`src/sv/aecd_pkg.sv`:
```
// Shared types, constants and helpers for the alpha edge color dilation block.
`default_nettype none

package aecd_pkg;

    // Field and register widths
    localparam int CH_W          = 8;
    localparam int DIM_W         = 11;
    localparam int CFG_IDX_W     = 2;
    localparam int CFG_DATA_W    = DIM_W;
    localparam int SUM_W         = CH_W + 3;
    localparam int CNT_W         = 4;
    localparam int RECIP_SHIFT   = 16;
    localparam int RECIP_W       = RECIP_SHIFT + 1;
    localparam int MAX_WIDTH_DEF = 1024;

    // Register reset values
    localparam logic [DIM_W-1:0] FRAME_WIDTH_RST  = DIM_W'(1024);
    localparam logic [DIM_W-1:0] FRAME_HEIGHT_RST = DIM_W'(1024);
    localparam logic [CH_W-1:0]  ALPHA_REF_RST    = CH_W'(254);

    // Register indexes
    localparam logic [CFG_IDX_W-1:0] CFG_FRAME_WIDTH  = 2'd0;
    localparam logic [CFG_IDX_W-1:0] CFG_FRAME_HEIGHT = 2'd1;
    localparam logic [CFG_IDX_W-1:0] CFG_ALPHA_REF    = 2'd2;

    typedef struct packed {
        logic [CH_W-1:0] in_red;
        logic [CH_W-1:0] in_green;
        logic [CH_W-1:0] in_blue;
        logic [CH_W-1:0] in_alpha;
        logic            flush;
    } t_pixel_in;

    typedef struct packed {
        logic [CH_W-1:0] out_red;
        logic [CH_W-1:0] out_green;
        logic [CH_W-1:0] out_blue;
        logic [CH_W-1:0] out_alpha;
        logic            filled;
        logic            last_pixel;
        logic            any_filled;
    } t_pixel_out;

    // One stored pixel
    typedef struct packed {
        logic [CH_W-1:0] alpha;
        logic [CH_W-1:0] blue;
        logic [CH_W-1:0] green;
        logic [CH_W-1:0] red;
    } t_rgba;

    // One line buffer word: same column of the two previous rows
    typedef struct packed {
        t_rgba upper;
        t_rgba lower;
    } t_lb_word;

    typedef enum logic [2:0] {
        S_IDLE,
        S_READ,
        S_SUM,
        S_DIV,
        S_EMIT
    } t_state;

    // Controller to datapath
    typedef struct packed {
        logic accept;
        logic shift;
        logic sum;
        logic mult;
        logic load_out;
    } t_dp_cmd;

    // Datapath to controller
    typedef struct packed {
        logic produce;
        logic out_free;
    } t_dp_status;

    // Reciprocal ceil(2^16 / n) for n in 1..8; exact floor division for sums below 2048
    function automatic logic [RECIP_W-1:0] recip(input logic [CNT_W-1:0] n);
        logic [RECIP_W-1:0] m;
        case (n)
            4'd1:    m = RECIP_W'(65536);
            4'd2:    m = RECIP_W'(32768);
            4'd3:    m = RECIP_W'(21846);
            4'd4:    m = RECIP_W'(16384);
            4'd5:    m = RECIP_W'(13108);
            4'd6:    m = RECIP_W'(10923);
            4'd7:    m = RECIP_W'(9363);
            4'd8:    m = RECIP_W'(8192);
            default: m = '0;
        endcase
        return m;
    endfunction

endpackage

`default_nettype wire

```
`src/sv/aecd_ctrl.sv`:
```
// Sequencer that walks each pixel beat through read, window update, sum, divide and emit.
`default_nettype none

module aecd_ctrl (
    input  wire                  i_clk,
    input  wire                  i_rst_n,
    input  wire                  i_in_valid,
    output logic                 o_in_ready,
    output aecd_pkg::t_dp_cmd    o_cmd,
    input  aecd_pkg::t_dp_status i_status
);
    import aecd_pkg::*;

    t_state r_state;
    t_state n_state;

    // State register
    always_ff @(posedge i_clk) begin
        if (!i_rst_n) begin
            r_state <= S_IDLE;
        end else begin
            r_state <= n_state;
        end
    end

    // Next state and commands
    always_comb begin
        n_state    = r_state;
        o_in_ready = 1'b0;
        o_cmd      = '0;
        case (r_state)
            S_IDLE: begin
                o_in_ready = 1'b1;
                if (i_in_valid) begin
                    o_cmd.accept = 1'b1;
                    n_state      = S_READ;
                end
            end
            S_READ: begin
                o_cmd.shift = 1'b1;
                n_state     = S_SUM;
            end
            S_SUM: begin
                o_cmd.sum = 1'b1;
                n_state   = S_DIV;
            end
            S_DIV: begin
                o_cmd.mult = 1'b1;
                n_state    = S_EMIT;
            end
            S_EMIT: begin
                // Drop lead-in beats; otherwise wait for room in the output register
                if (!i_status.produce) begin
                    n_state = S_IDLE;
                end else if (i_status.out_free) begin
                    o_cmd.load_out = 1'b1;
                    n_state        = S_IDLE;
                end
            end
            default: begin
                n_state = S_IDLE;
            end
        endcase
    end

endmodule

`default_nettype wire

```
`config.mk`:
```
export PLATFORM = sky130hd
export DESIGN_NAME = aecd_ctrl
export DESIGN_NICKNAME = d
export VERILOG_FILES = /design/src/sv/aecd_pkg.sv /design/src/sv/aecd_ctrl.sv
export SDC_FILE = /design/constraint.sdc
export NUM_CORES = 1
export LEC_CHECK = 0
export ABC_CLOCK_PERIOD_IN_PS = 2400
export BUFFER_PORTS_ARGS = -buffer_cell sky130_fd_sc_hd__buf_2
export CAP_MARGIN = 20
export CELL_PAD_IN_SITES_DETAIL_PLACEMENT = 1
export CELL_PAD_IN_SITES_GLOBAL_PLACEMENT = 2
export CORE_AREA = 2 2 39 41
export DETAILED_ROUTE_END_ITERATION = 8
export DIE_AREA = 0 0 41 43
export GPL_ROUTABILITY_DRIVEN = 1
export PLACE_DENSITY = 0.48
export SLEW_MARGIN = 20
export SYNTH_ARGS = -nofsm -noshare
export SYNTH_HDL_FRONTEND = slang
export SYNTH_SLANG_ARGS = --single-unit
```
`constraint.sdc`:
```
create_clock -name i_clk -period 2.4 [get_ports i_clk]
set_input_delay 0.72 -clock i_clk [delete_from_list [all_inputs] [get_ports i_clk]]
set_output_delay 0.72 -clock i_clk [all_outputs]
set_load 0.05 [all_outputs]
```
==> run_results.csv, run 1 <==
group,metric,value,unit
worst_setup_path,cp-end-kind,"output pin",
die,die_w,41,µm
timing,finalHoldViolCount,0,
drt,wl_per_cell,8.72,µm
die,num_io_pins,11,
placement,dp.final_hpwl,331,µm
final_layout,drive_gt1_frac,0.500,
final_layout,largest_reg_flops,3,
drt,routed_via_density,3.61,
timing,whs,0.553,ns
synth,synth.cell_area,163,µm²
clock_network,cts_root_buffer,"clkbuf_4",
final_layout,nFillCells,169,
timing,finalSetupTns,0,ns
flow_run,maxCapViolCount,0,
power_and_ir_drop,power_density,842,mW/mm²
worst_setup_path,path_max_fanout,2,
die,dieHeight,43,µm
final_layout,instances_no_fill,46,
worst_setup_path,crit_family,"simple AND/OR/NAND/NOR gates",
final_layout,fin_nets,36,
placement,port_buffers,10,
clock_network,cts_resized,0,
worst_setup_path,path_cells,"buf_2 > and4bb_2 > and2_1 > buf_2",
final_layout,final_common_cell,"buf_2",
placement,placedCellCount,42,
global_routing,grt_pass1_vias,158,
timing,finalMaxSlewViolations,0,
drt,drt-initial-drc-count,7,
timing,fin_crit,2.10,ns
clock_network,cts_buffer_depth,2,
timing,slew_headroom,0.830,
worst_setup_path,required,1.68,ns
worst_setup_path,slowest_delay,0.25,ns
worst_setup_path,critPathKind,"primary input to output pin",
global_routing,grt_pass1_wl,607,µm
synth,synth_warnings,0,
die,start_util,0.118,
power_and_ir_drop,irDropWorstVdd,0.178,mV
final_layout,layout_common_cells,"buf_2, nor3b_1, clkbuf_4, dfxtp_1, and2_1",
die,die_area,0.00176,mm²
clock_network,cts_tree,"built",
synth,synth.distinct_cells,11,
drt,wl,401,µm
worst_setup_path,slowest_stage,"buf_2",
timing,period_share,0.875,
timing,finClkSkew,0.00352,ns
clock_network,numCtsBuffers,3,
synth,ys_ff_latch,3,
synth,syn_area_per_cell,9.57,µm²
timing,worst_pin_slew,0.254,ns
global_routing,overflow,0,
placement,gp_congestion,0.585,
worst_setup_path,start_kind,"primary input",
synth,syn_nets,22,
drt,drc,0,
die,num_rows,14,
global_routing,globalRouteTotalUtil,0.0612,
global_routing,grt_max_degree,8,
clock_network,clk_transition_reported_paths,0.04,ns
worst_setup_path,cpMostUsedCell,"buf_2",
outcome,status,"finished clean",
final_layout,diodes,0,
global_routing,antenna_found_initial,0,
clock_network,clock_latency,0.23,ns
drt,num_vias,166,
timing,setup_viol,0,
die,core_area,0.00138,mm²
power_and_ir_drop,p_leak,0.000118,µW
final_layout,regMostFlops,"r_state",
worst_setup_path,cp.arrival,1.38,ns
hold_path,hold_class,"register to register",
clock_network,hold_buffers,0,
drt,dr.pass1.iters,2,
clock_network,cts_max_level,1,
final_layout,top_regs,"r_state x3",
drt,ant_nets,0,
synth,synthCells,17,
clock_network,post_cts_buffers,0,
timing,rsz0062_at_grt,"no",
final_layout,synthToLayoutAreaGrowth,57.7,%
timing,fmax,476,MHz
clock_network,cts.sinks,3,
worst_setup_path,cp_num_buf_inv,2,
synth,ys_seq_area_frac,0.369,
## stage by stage
step                       util  total power [µW]  setup WS, ns  instance area (µm²)
final                     0.185               216         0.299                  256
after global placement    0.166               130         0.302                  230
after CTS                 0.185               223         0.295                  256
after floorplan               -               115        0.0894                  168
after detailed placement  0.166               131         0.295                  230
after global routing      0.185               232         0.246                  256
## cell usage after synthesis
cell type / count / area share
nor2b_1: 1 / 0.038
a22o_1: 1 / 0.054
buf_4: 1 / 0.046
dfxtp_1: 3 / 0.37
nor3_1: 2 / 0.062
xnor2_1: 1 / 0.054
o21ai_0: 1 / 0.031
nor3b_1: 3 / 0.14
and3b_1: 1 / 0.054
and2_1: 2 / 0.077
and4bb_2: 1 / 0.077
## final timing paths
kind / start / to / slack, ns / cells past startpoint
worst max-delay path: i_status[1] / o_cmd[0] / 0.30 / 4
worst min-delay path: r_state[2]$_SDFFE_PN0P_ / r_state[1]$_SDFFE_PN0P_ / 0.55 / 1
worst max register to register: r_state[1]$_SDFFE_PN0P_ / r_state[2]$_SDFFE_PN0P_ / 1.40 / 2
worst min register to register: r_state[2]$_SDFFE_PN0P_ / r_state[1]$_SDFFE_PN0P_ / 0.55 / 1
## power breakdown
group / total (µW) / leakage, µW / switching [µW] / internal, µW
Combinational: 66.3 / 0.0000783 / 46.4 / 19.9
Clock: 86.9 / 0.0000150 / 24.7 / 62.2
Sequential: 62.8 / 0.0000246 / 8.23 / 54.6
Total: 216 / 0.000118 / 79.3 / 137
## cell type report
cell class              count  area, µm²  share of cell area
flip-flops and latches      3       60.1               0.234
well taps                  16       20.0              0.0780
multi-input cells          13        100               0.390
repair buffers             10       50.0               0.195
clock buffers               4       26.3               0.102
## worst reg2reg max path, delay by kind of cell, from the launching register on
kind / cells / cell delay [ns]
flip-flops: 1 / 0.44
AND/OR/NAND/NOR: 1 / 0.28
AO/OA/AOI/OAI: 1 / 0.17
## routing by layer
| metal | vias up | GRT usage | wire length (µm) |
|---|---|---|---|
| li1 | 87 | - | - |
| met1 | 75 | 0.0449 | 158 |
| met2 | 4 | 0.0813 | 216 |
| met3 | 0 | 0.0628 | 26 |
| met4 | 0 | 0.0600 | 0 |
| met5 | - | 0 | 0 |
## logic make-up (layout without fill, tap and decap cells)
group,after synthesis,after routing,share of synthesized area
AND/OR/NAND/NOR,10,10,0.446
AO/OA/AOI/OAI,2,2,0.0846
flip-flops,3,3,0.369
buffers and inverters,1,14,0.0462
XOR/XNOR,1,1,0.0539
Note: power is estimated with default switching activity, not from simulation.
==> run 2, diff against run 1 <==
- CTS_BUF_LIST: unset -> sky130_fd_sc_hd__clkbuf_8
- REMOVE_ABC_BUFFERS: unset -> 1
==> run_results.csv, run 2 (same netlist as run 1, synthesis figures left out) <==
group,metric,value,unit
hold_path,hold_start,"r_state[2]$_SDFFE_PN0P_",
drt,wl_per_cell,10.6,µm
clock_network,numCtsBuffers,3,
final_layout,diodes,0,
placement,port_buffers,10,
clock_network,cts_root_buffer,"clkbuf_8",
die,dieHeight,43,µm
placement,place_area,225,µm²
timing,worst_pin_slew,0.254,ns
final_layout,final_common_cell,"buf_2",
outcome,status,"finished clean",
final_layout,top_regs,"r_state x3",
global_routing,antenna_found_initial,0,
die,start_util,0.118,
clock_network,cts_tree,"built",
final_layout,largest_reg_flops,3,
flow_run,maxCapViolCount,0,
worst_setup_path,r2r-end,"r_state[2]$_SDFFE_PN0P_",
timing,setup_slack,0.286,ns
drt,dr.pass1.iters,1,
final_layout,multiInputGateArea,95.1,µm²
clock_network,hold_buffers,0,
final_layout,synthToLayoutAreaGrowth,66.2,%
global_routing,grt_pass1_vias,189,
timing,finalHoldViolCount,0,
final_layout,fin_nets,36,
global_routing,grt_pass1_wl,841,µm
drt,drt-initial-drc-count,0,
global_routing,overflow,0,
timing,fin_crit,2.11,ns
worst_setup_path,worst_r2r_path_depth,2,
final_layout,drive_gt1_frac,0.467,
power_and_ir_drop,p_leak,0.000129,µW
timing,period_share,0.881,
die,core_area,0.00138,mm²
final_layout,fin_util,0.195,
drt,num_vias,175,
final_layout,fin_area,270,µm²
global_routing,grt_max_degree,8,
final_layout,seq_area,60.1,µm²
die,die_w,41,µm
hold_path,worstHoldEndpoint,"r_state[0]$_SDFFE_PN0P_",
worst_setup_path,start_kind,"primary input",
die,die_area,0.00176,mm²
hold_path,hold_class,"register to register",
worst_setup_path,rrSetupSlack,1.40,ns
timing,rsz0062_at_grt,"no",
clock_network,cts.sinks,3,
drt,routed_via_density,3.80,
timing,finClkSkew,0.00155,ns
final_layout,regMostFlops,"r_state",
timing,setup_viol,0,
clock_network,clk_transition_reported_paths,0.03,ns
clock_network,post_cts_buffers,0,
placement,place_ws,0.283,ns
worst_setup_path,required,1.68,ns
worst_setup_path,critPathKind,"primary input to output pin",
placement,gp_congestion,0.594,
timing,slew_headroom,0.832,
clock_network,clock_latency,0.21,ns
worst_setup_path,r2r_start,"r_state[1]$_SDFFE_PN0P_",
drt,ant_nets,0,
drt,drc,0,
global_routing,globalRouteTotalUtil,0.0752,
final_layout,layout_common_cells,"buf_2, nor3b_1, clkbuf_8, dfxtp_1",
hold_path,whs_path_depth,1,
die,num_io_pins,11,
worst_setup_path,path_max_fanout,2,
clock_network,cts_resized,0,
clock_network,cts_max_level,1,
clock_network,cts_buffer_depth,2,
worst_setup_path,cp-end-kind,"output pin",
final_layout,nFillCells,162,
timing,finalMaxSlewViolations,0,
timing,fmax,473,MHz
worst_setup_path,cp.arrival,1.39,ns
power_and_ir_drop,irDropWorstVdd,0.420,mV
timing,whs,0.549,ns
power_and_ir_drop,power_density,993,mW/mm²
die,num_rows,14,
drt,wl,486,µm
timing,finalSetupTns,0,ns
## run 2: changes by cell type in the layout (fill, tap and decap cells not counted), sizes merged
cell    change
clkbuf      -1
inv         +1
## run 2: worst max-delay path by stage
| stage | startpoint | end | slack (ns) | depth (start not counted) |
|---|---|---|---|---|
| detailed placement | i_status[1] | o_cmd[0] | 0.28 | 4 |
| floorplan | r_state[0]$_SDFFE_PN0P_ | o_cmd[4] | -0.36 | 2 |
| global placement | i_status[1] | o_cmd[0] | 0.30 | 4 |
| finish | i_status[1] | o_cmd[0] | 0.29 | 4 |
| global route | i_status[1] | o_cmd[0] | 0.23 | 4 |
| CTS | i_status[1] | o_cmd[0] | 0.28 | 4 |
## run 2: report_power, final
| group | internal, µW | switching [µW] |
|---|---|---|
| logic | 19.1 | 46.8 |
| clock network | 109 | 31.4 |
| registers | 54.7 | 7.66 |
## run 2: layer usage
layer | routed length, µm | vias up | share of wire | GRT usage
li1 | - | 86 | - | -
met4 | 8 | 0 | 0.016 | 0.0800
met3 | 53 | 2 | 0.11 | 0.0157
met2 | 200 | 11 | 0.41 | 0.0906
met1 | 224 | 76 | 0.46 | 0.0990
met5 | 0 | - | 0 | 0
## run 2: metrics by stage
step                cells  power (µW)
floorplan              16         112
CTS                    46         274
global placement       42         129
global route           46         282
detailed placement     42         129
finish                 46         268
## run 2: worst max-delay path: stages
cell and delay (ns):
buf_2 0.07, and4bb_2 0.22, and2_1 0.12, buf_2 0.26
## run 2: layout make-up
class,count,area share
Tap cell,16,0.0741
Clock buffer,3,0.153
Multi-Input combinational cell,13,0.352
Clock inverter,1,0.0139
Timing Repair Buffer,10,0.185
Sequential cell,3,0.222
